===== src/hdl/multiset_intersection_counter_macros.svh =====
// Assertion macros for the multiset intersection counter.
// Expect signals named clock and reset in the including module.
`ifndef MULTISET_INTERSECTION_COUNTER_MACROS_SVH
`define MULTISET_INTERSECTION_COUNTER_MACROS_SVH

`define MSIC_ASSERT_ALWAYS(name, expr, msg) \
   name: assert property (@(posedge clock) disable iff (reset) (expr)) else $error(msg);

`define MSIC_ASSERT_SAME(name, ante, cons, msg) \
   name: assert property (@(posedge clock) disable iff (reset) (ante) |-> (cons)) else $error(msg);

`define MSIC_ASSERT_NEXT(name, ante, cons, msg) \
   name: assert property (@(posedge clock) disable iff (reset) (ante) |=> (cons)) else $error(msg);

`endif


===== src/hdl/msic_pkg.sv =====
// Shared types and constants for the multiset intersection counter.
// No dependencies.
package msic_pkg;

   localparam int KEY_BITS = 32;
   localparam int USER_BITS = 2;
   localparam int HASH_CNT_BITS = 2;
   localparam logic [HASH_CNT_BITS-1:0] HASH_MUL = 2'd0;
   localparam logic [HASH_CNT_BITS-1:0] HASH_ADJ = 2'd1;
   localparam logic [HASH_CNT_BITS-1:0] HASH_LAST = 2'd2;

   localparam logic OP_LOAD = 1'b0;
   localparam logic OP_PROBE = 1'b1;

   typedef enum logic [2:0] {
      S_WIPE_RESET,
      S_IDLE,
      S_WIPE_ITEM,
      S_HASH,
      S_READ,
      S_CHECK,
      S_DONE
   } state_type;

   typedef struct packed {
      logic load;
      logic wipe;
      logic hash_step;
      logic rd_issue;
      logic advance;
      logic finish;
   } cmd_type;

   typedef struct packed {
      logic wipe_last;
      logic hash_done;
      logic slot_stop;
      logic out_free;
   } status_type;

endpackage


===== src/hdl/msic_controller.sv =====
// Sequencer for the multiset intersection counter: wipe, hash, probe, finish.
// Depends on msic_pkg.
module msic_controller (
   input  logic                 clock,
   input  logic                 reset,
   input  logic                 req_tvalid,
   input  logic                 req_new_set,
   output logic                 req_tready,
   input  msic_pkg::status_type status,
   output msic_pkg::cmd_type    cmd
);
   import msic_pkg::*;

   state_type state_ff;
   state_type state_in;

   always_ff @(posedge clock) begin
      if (reset) begin
         state_ff <= S_WIPE_RESET;
      end else begin
         state_ff <= state_in;
      end
   end

   always_comb begin
      state_in = state_ff;
      cmd = '0;
      req_tready = 1'b0;
      case (state_ff)
         S_WIPE_RESET: begin
            cmd.wipe = 1'b1;
            if (status.wipe_last) begin
               state_in = S_IDLE;
            end
         end
         S_IDLE: begin
            req_tready = 1'b1;
            if (req_tvalid) begin
               cmd.load = 1'b1;
               state_in = req_new_set ? S_WIPE_ITEM : S_HASH;
            end
         end
         S_WIPE_ITEM: begin
            cmd.wipe = 1'b1;
            if (status.wipe_last) begin
               state_in = S_HASH;
            end
         end
         S_HASH: begin
            cmd.hash_step = 1'b1;
            if (status.hash_done) begin
               state_in = S_READ;
            end
         end
         S_READ: begin
            cmd.rd_issue = 1'b1;
            state_in = S_CHECK;
         end
         S_CHECK: begin
            if (status.slot_stop) begin
               state_in = S_DONE;
            end else begin
               cmd.advance = 1'b1;
            end
         end
         S_DONE: begin
            if (status.out_free) begin
               cmd.finish = 1'b1;
               state_in = S_IDLE;
            end
         end
         default: begin
            state_in = S_WIPE_RESET;
         end
      endcase
   end

endmodule


===== config.mk =====
export PLATFORM = sky130hd
export DESIGN_NAME = msic_controller
export DESIGN_NICKNAME = d
export VERILOG_FILES = /design/src/hdl/multiset_intersection_counter_macros.svh /design/src/hdl/msic_pkg.sv /design/src/hdl/msic_controller.sv
export SDC_FILE = /design/constraint.sdc
export NUM_CORES = 1
export LEC_CHECK = 0
export ABC_AREA = 1
export BUFFER_PORTS_ARGS = -buffer_cell sky130_fd_sc_hd__buf_2
export CORE_AREA = 2 2 39 41
export DETAILED_ROUTE_END_ITERATION = 8
export DIE_AREA = 0 0 41 43
export GPL_TIMING_DRIVEN = 0
export PLACE_DENSITY = 0.4
export SLEW_MARGIN = 20
export SYNTH_ARGS = -nofsm -noshare
export SYNTH_HDL_FRONTEND = slang
export SYNTH_SLANG_ARGS = --single-unit

===== constraint.sdc =====
create_clock -name clock -period 1.1 [get_ports clock]
set_input_delay 0.165 -clock clock [delete_from_list [all_inputs] [get_ports clock]]
set_output_delay 0.165 -clock clock [all_outputs]
set_load 0.02 [all_outputs]

# Word level (Yosys, flattened, before mapping)
# Index checks and enable logic that the tools add are counted.
# word_totals
output_inout_bits	7
regBits	3
# classes
reduce_logical	3
mux	18
eq_ne	12
# ops
op	count
$pmux W3 S7	1
$mux W3	6
$ne A2 B2 Y1 const B	6
$mux W1	11
$eq A3 B3 Y1 const B	3
$eq A3 B2 Y1 const B	2
$reduce_and A6 Y1	1
$eq A3 B1 Y1 const B	1
$logic_not A3 Y1	1
$reduce_or A2 Y1	1

# Logic depth before layout (Yosys ltp)
# Gate-level depths: netlist of the first run.
# depth
word_depth	3
depth_mapped	8

# Least setup slack after synthesis of the first run
# No wires, ideal clock.
# synth_timing
path_kind	register to register
startpoint	register state_ff[1]
endpoint	register state_ff[2]
t_arrival_ns	1.175
path_buffers	1
synth_period_minus_slack_ns	1.288
required_ns	0.987
stages_incl_launch_ff	9
slack_ns	-0.188
cell_sequence	dfxtp_1 > buf_4 > nand2_1 > nor2_1 > nand2_1 > nand3_1 > nor2_2 > nor2_1 > nor2_1
# synth_between
elab_chain_len	3
# synth_rtl
element	line_no	source
from (decl)	msic_controller.sv:14	state_type state_ff;
from (signal assigned)	msic_controller.sv:21	state_ff <= state_in;
$eq A3 B2 Y1, or another cell as far along	msic_controller.sv:29	case (state_ff)
$ne A2 B2 Y1 (no source line)	-	
$reduce_and A6 Y1 (no source line)	-	
# Parallel ways exist; a longest one is shown, timed or not.
# A chain may end at the register's enable or synchronous reset.

==> results.ini, run 1 <==
[power_and_ir_drop]
power.density_nw_per_um2=3060
leakage_nw=0.302
p_comb_share_pct=68.4
p_switching_mw=0.801
seqPwrFrac_pct=20.2
ir_drop_v=0.000756
power_frac_clock_pct=11.4
netSwitchingFraction_pct=46.3
design_power_total_mw=1.73
internal-power_mw=0.930

[global_route]
grt_pass1_wl_um=1220
track_usage_pct=10.1
gr-total-overflow=0
grt_max_degree=8
antenna_found_initial=0
grt_pass1_vias=344

[clock_tree]
clock_sinks=3
h-tree-depth=1
clockBufferDepth=2
ctsHoldBuffers=0
cts_tree=built
cts_buffers=3
clock_latency_ps=240
cts_root_buf=clkbuf_4
clk_pin_slew_worst_paths_ps=40

[hold_path]
hold-path-cell-count=4
hp-class=input pin to register

[setup_path]
reg2reg_to=state_ff[1]
r2r_cells=8
cp_max_fo=7
reg2reg_slack_ps=0
r2r-start=state_ff[2]
criticalPathCategory=register to primary output
cp-startpoint=state_ff[1]
arrival_ps=1060
cp.required_ps=940
crit_path_start_kind=register
crit_path_end=cmd[5]
end_kind=primary output

[final_layout]
diodes=0
fin_nets=87
top_register=state_ff
fin_area_um2=567
fillers=154
area_delta_synth_final_pct=109
top_regs=state_ff (3)
drive_above_1_share_pct=57.7
fin_util_pct=41.0
stdcell_count=94
largest_reg_flops=3

[floorplanning]
rows=14
fp.dieH_um=43
coreArea_um2=1380
die_area_um2=1760
die_w_um=41
initial_core_util_pct=19.6
io_pins=15

[routing]
vias_per_cell=4.16
drt_iter0_drc=2
wl_per_cell_um=8.06
ant_nets=0
vias=391
wirelength_um=758
drcViolationCount=0
drtPass1Iterations=2

[synth]
synth_mux_area_share_pct=0
synth_flop_cell=dfxtp_1
syn_inst=54
netlist_area_um2=272
ys_seq_area_share_pct=22.1
synthAdderAreaFrac_pct=0
ys_seq_elements=3
synth_top_area_share_pct=24.9
synth_edf_count=0
async_flop_share_pct=0
syn-num-nets=62
avgSynthCellArea_um2=5.03
yosys.area_share.simple_pct=54.4
synth_compound_area_share_pct=5.53
yosysUniqueCellTypes=10
yosysWarnings=0
synth_area_leaders=nor2_1, dfxtp_1, inv_1
yosys.area_share.xor_xnor_pct=0
synth_top_family_by_area=simple AND/OR/NAND/NOR gates
synth_most_common_cell=nor2_1
yosys.area.top_type=nor2_1
synth_common_cells=nor2_1, inv_1, nand2_1

[placed_design]
gp_congestion=0.700
dp_slack_ps=-58.7
place_hpwl_um=555
io_buffer_count=14
placed_area_um2=385
dpl.cell_count=84

[sta]
rsz0062_at_grt=true
hold_slack_ps=178
finalSetupTns_ps=-516
finalSetupViolCount=8
worst_slack_ps=-124
hold_viol_final=0
layout_worst_path_cycle_share_pct=111
worst_pin_slew_ps=181
slew_viol_final=0
fin_skew_ps=4.42
period_minus_slack_ps=1220
max_slew_margin_pct=87.9
max_freq_mhz=817

[run]
drv_cap=0

[outcome]
violations=setup timing
outcome=complete, but fails checks

==> per-layer routing <==
layer / track usage, % / vias up / part of all wire (%)
met5: 0 / - / 0
met4: 6.00 / 0 / 2.5
met3: 1.57 / 2 / 3.6
met2: 17.2 / 9 / 54
met1: 10.9 / 167 / 40
li1: - / 213 / -
==> worst min-delay path by stage <==
stage                      from          end  slack, ps
after floorplan           reset  state_ff[2]        330
after global placement    reset  state_ff[2]        430
after detailed placement  reset  state_ff[2]        430
after CTS                 reset  state_ff[2]        180
after global routing      reset  state_ff[0]        200
final                     reset  state_ff[2]        180
==> cells in the final DEF, fill, tap and decap left out, types with 2 or more instances in the layout <==
master	Yosys	final
inv_4	0	2
dfxtp_4	0	3
nand3_1	6	5
buf_4	1	6
nor2_4	0	6
nor2_1	18	11
clkbuf_4	0	3
a21oi_1	2	2
buf_2	0	7
buf_6	0	8
nand2_2	0	5
inv_1	11	8
nor2_2	1	2
nand2_1	9	4
==> timing repair <==
action / 4_1_cts / 5_1_grt
buffers inserted: 6 / 1
setup endpoints to repair: 10 / 10
cloned: 0 / 0
pin swaps: 7 / 5
gates resized for setup: 29 / 10
==> kinds of logic after synthesis <==
kind of cell / count (synthesis)
simple gates: 36
buf+inv: 12
flops: 3
compound gates: 3
==> power by group through the flow <==
stage / sequential, mW / combinational, mW / clock (mW)
2_1_floorplan: 0.247 / 0.587 / 0
3_3_place_gp: 0.275 / 0.760 / 0
3_5_place_dp: 0.267 / 0.748 / 0
4_1_cts: 0.263 / 1.20 / 0.204
5_1_grt: 0.365 / 1.31 / 0.211
6_report: 0.350 / 1.18 / 0.197
==> area by class of cell <==
| cell class | count | area (µm²) | area share, % |
|---|---|---|---|
| inverters | 11 | 46.3 | 8.17 |
| clock buffers | 4 | 26.3 | 4.64 |
| multi-input cells | 39 | 233 | 41.1 |
| repair buffers | 21 | 170 | 30.0 |
| flip-flops and latches | 3 | 71.3 | 12.6 |
| well taps | 16 | 20.0 | 3.53 |
==> critical path, cell delays in order, from the launching register on <==
cell	delay [ps]
dfxtp_4	370
nor2_4	130
nand2_2	90
nor2_4	110
buf_6	120
(Power assumes the default switching activity.)
==> inputs of run 2 (changes only) <==
Settings changed: BUFFER_PORTS_ARGS -buffer_cell sky130_fd_sc_hd__buf_2 to default, DONT_BUFFER_PORTS from default to 1, PLACE_DENSITY 0.4 to 0.3, REMOVE_ABC_BUFFERS from default to 1.
==> run 2 against run 1 <==
  * The run still ends with setup timing left
  * Via count is 13% lower
  * Clock-buffer cell count stayed put
  * Clock power is 3% lower
  * Routed wire length is 1.5% higher
  * Critical endpoint is now state_ff[2]
  * Worst hold slack worse by 83 ps
  * Flip-flop and latch count stayed put
  * Total power is 14% lower
  * Sequential power is 8.0% higher
  * Critical path depth is 3 higher
  * Largest power group unchanged
==> results.ini, run 2 (same netlist as run 1, synthesis figures left out) <==
[outcome]
outcome=complete, but fails checks
violations=setup timing

[global_route]
grtUsageMet2_pct=16.6
track_usage_pct=10.6
antenna_found_initial=0
grt.busiest_layer=met2
grt_util_met3_pct=2.09
gr-total-overflow=0
grt_pass1_wl_um=1210
grt_util_met1_pct=10.9
grt_pass1_vias=320
grt_max_degree=8

[setup_path]
end_kind=register
reg2reg_to=state_ff[2]
worst_path_max_delay_cell=dfxtp_4
slowest_delay_ps=420
cp_common_cell=nor2_1
crit_chain=nand2_4, nor2_4, nand2_2, nand3_2, nor2_2, nor2_1, nor2_1
arrival_ps=1300
cp_max_fo=7
r2r_cells=7
reg2reg_slack_ps=-70
path_buf_inv=0
crit_path_start_kind=register
r2r-start=state_ff[1]
crit_family=simple AND/OR/NAND/NOR gates
cp.required_ps=1220
criticalPathCategory=register to register

[hold_path]
hold-path-cell-count=3
hp-start=reset
hp-class=input pin to register
hold_end=state_ff[2]

[placed_design]
gp_congestion=0.659
placed_area_um2=284
dp_slack_ps=-402
place_hpwl_um=582
io_buffer_count=0

[sta]
max_freq_mhz=852
hold_viol_final=0
worst_pin_slew_ps=381
fin_skew_ps=4.69
max_slew_margin_pct=74.4
finalSetupViolCount=8
period_minus_slack_ps=1170
slew_viol_final=0
layout_worst_path_cycle_share_pct=107
rsz0062_at_grt=true
hold_slack_ps=94.6
worst_slack_ps=-73.4

[final_layout]
fillers=159
layout_commonest_cell=nor2_1
diodes=0
largest_reg_flops=3
top_register=state_ff
mostFrequentLayoutCells=nor2_1, nor2_4, inv_1, nand2_2, nand3_1
area_delta_synth_final_pct=70.0
fin_area_um2=462
drive_above_1_share_pct=52.5
top_regs=state_ff (3)
fin_nets=70

[routing]
drtPass1Iterations=1
wirelength_um=769
drcViolationCount=0
vias=341
ant_nets=0
wl_per_cell_um=9.99
drt_iter0_drc=0
vias_per_cell=4.43

[clock_tree]
clock_sinks=3
clockBufferDepth=2
cts_buffers=3
cts_tree=built
ctsHoldBuffers=0
cts_root_buf=clkbuf_4
clk_pin_slew_worst_paths_ps=40
clock_latency_ps=230
h-tree-depth=1

[power_and_ir_drop]
leakage_nw=0.240
ir_drop_v=0.000886
power.density_nw_per_um2=3210

[floorplanning]
coreArea_um2=1380
die_area_um2=1760
die_w_um=41
io_pins=15
initial_core_util_pct=19.6
fp.dieH_um=43
rows=14

[run]
drv_cap=0

## run 2: changes by cell type in the layout (fill, tap and decap cells not counted)
cell	before	now
buf_6	8	2
buf_4	6	2
nor2_4	6	7
nand3_1	5	4
inv_4	2	3
nor2_1	11	10
buf_2	7	0
nand2_1	4	3
nand3_2	1	2
nand2_4	0	2
inv_1	8	7
nand2_2	5	4
## run 2: report_power, final
part	total, mW	internal (mW)	switching (mW)	leakage [nW]
logic	0.914	0.368	0.546	0.198
registers	0.378	0.202	0.176	0.0267
clock network	0.192	0.136	0.0557	0.0150
## run 2: cell type report
class	count	area [µm²]	area share (%)
flip-flops and latches	3	71.3	15.4
inverters	11	48.8	10.6
clock buffers	4	26.3	5.69
multi-input cells	39	258	55.8
repair buffers	4	37.5	8.13
well taps	16	20.0	4.34
## run 2: what timing repair did
action | in CTS | in global routing
pin swaps | 12 | 2
gates resized for setup | 39 | 2
setup endpoints to repair | 10 | 10
buffers inserted | 4 | 0
## run 2: routing by layer
layer | up-vias | wire (µm)
met3 | 2 | 23
met1 | 152 | 313
met5 | - | 0
met2 | 7 | 421
li1 | 180 | -
met4 | 0 | 10
## run 2: worst max-delay path by stage
stage / cells past startpoint / slack, ps / startpoint / end
2_1_floorplan: 7 / -200 / state_ff[1] / state_ff[1]
3_3_place_gp: 7 / -410 / state_ff[1] / state_ff[1]
3_5_place_dp: 7 / -400 / state_ff[1] / state_ff[2]
4_1_cts: 7 / -80 / state_ff[2] / state_ff[2]
5_1_grt: 8 / -160 / state_ff[2] / state_ff[1]
6_report: 7 / -70 / state_ff[1] / state_ff[2]
## run 2: stage by stage
step / util, % / TNS [ps] / cells / total power, mW
2_1_floorplan: - / -602 / 53 / 0.731
3_3_place_gp: 20.5 / -1360 / 69 / 0.849
3_5_place_dp: 20.5 / -1370 / 69 / 0.845
4_1_cts: 32.8 / -498 / 77 / 1.50
5_1_grt: 33.4 / -904 / 77 / 1.61
6_report: 33.4 / -366 / 77 / 1.48
## run 2: tightest hold or removal path, stage by stage
cell	delay, ps
inv_1	40
nand2_1	60
nor2_1	30
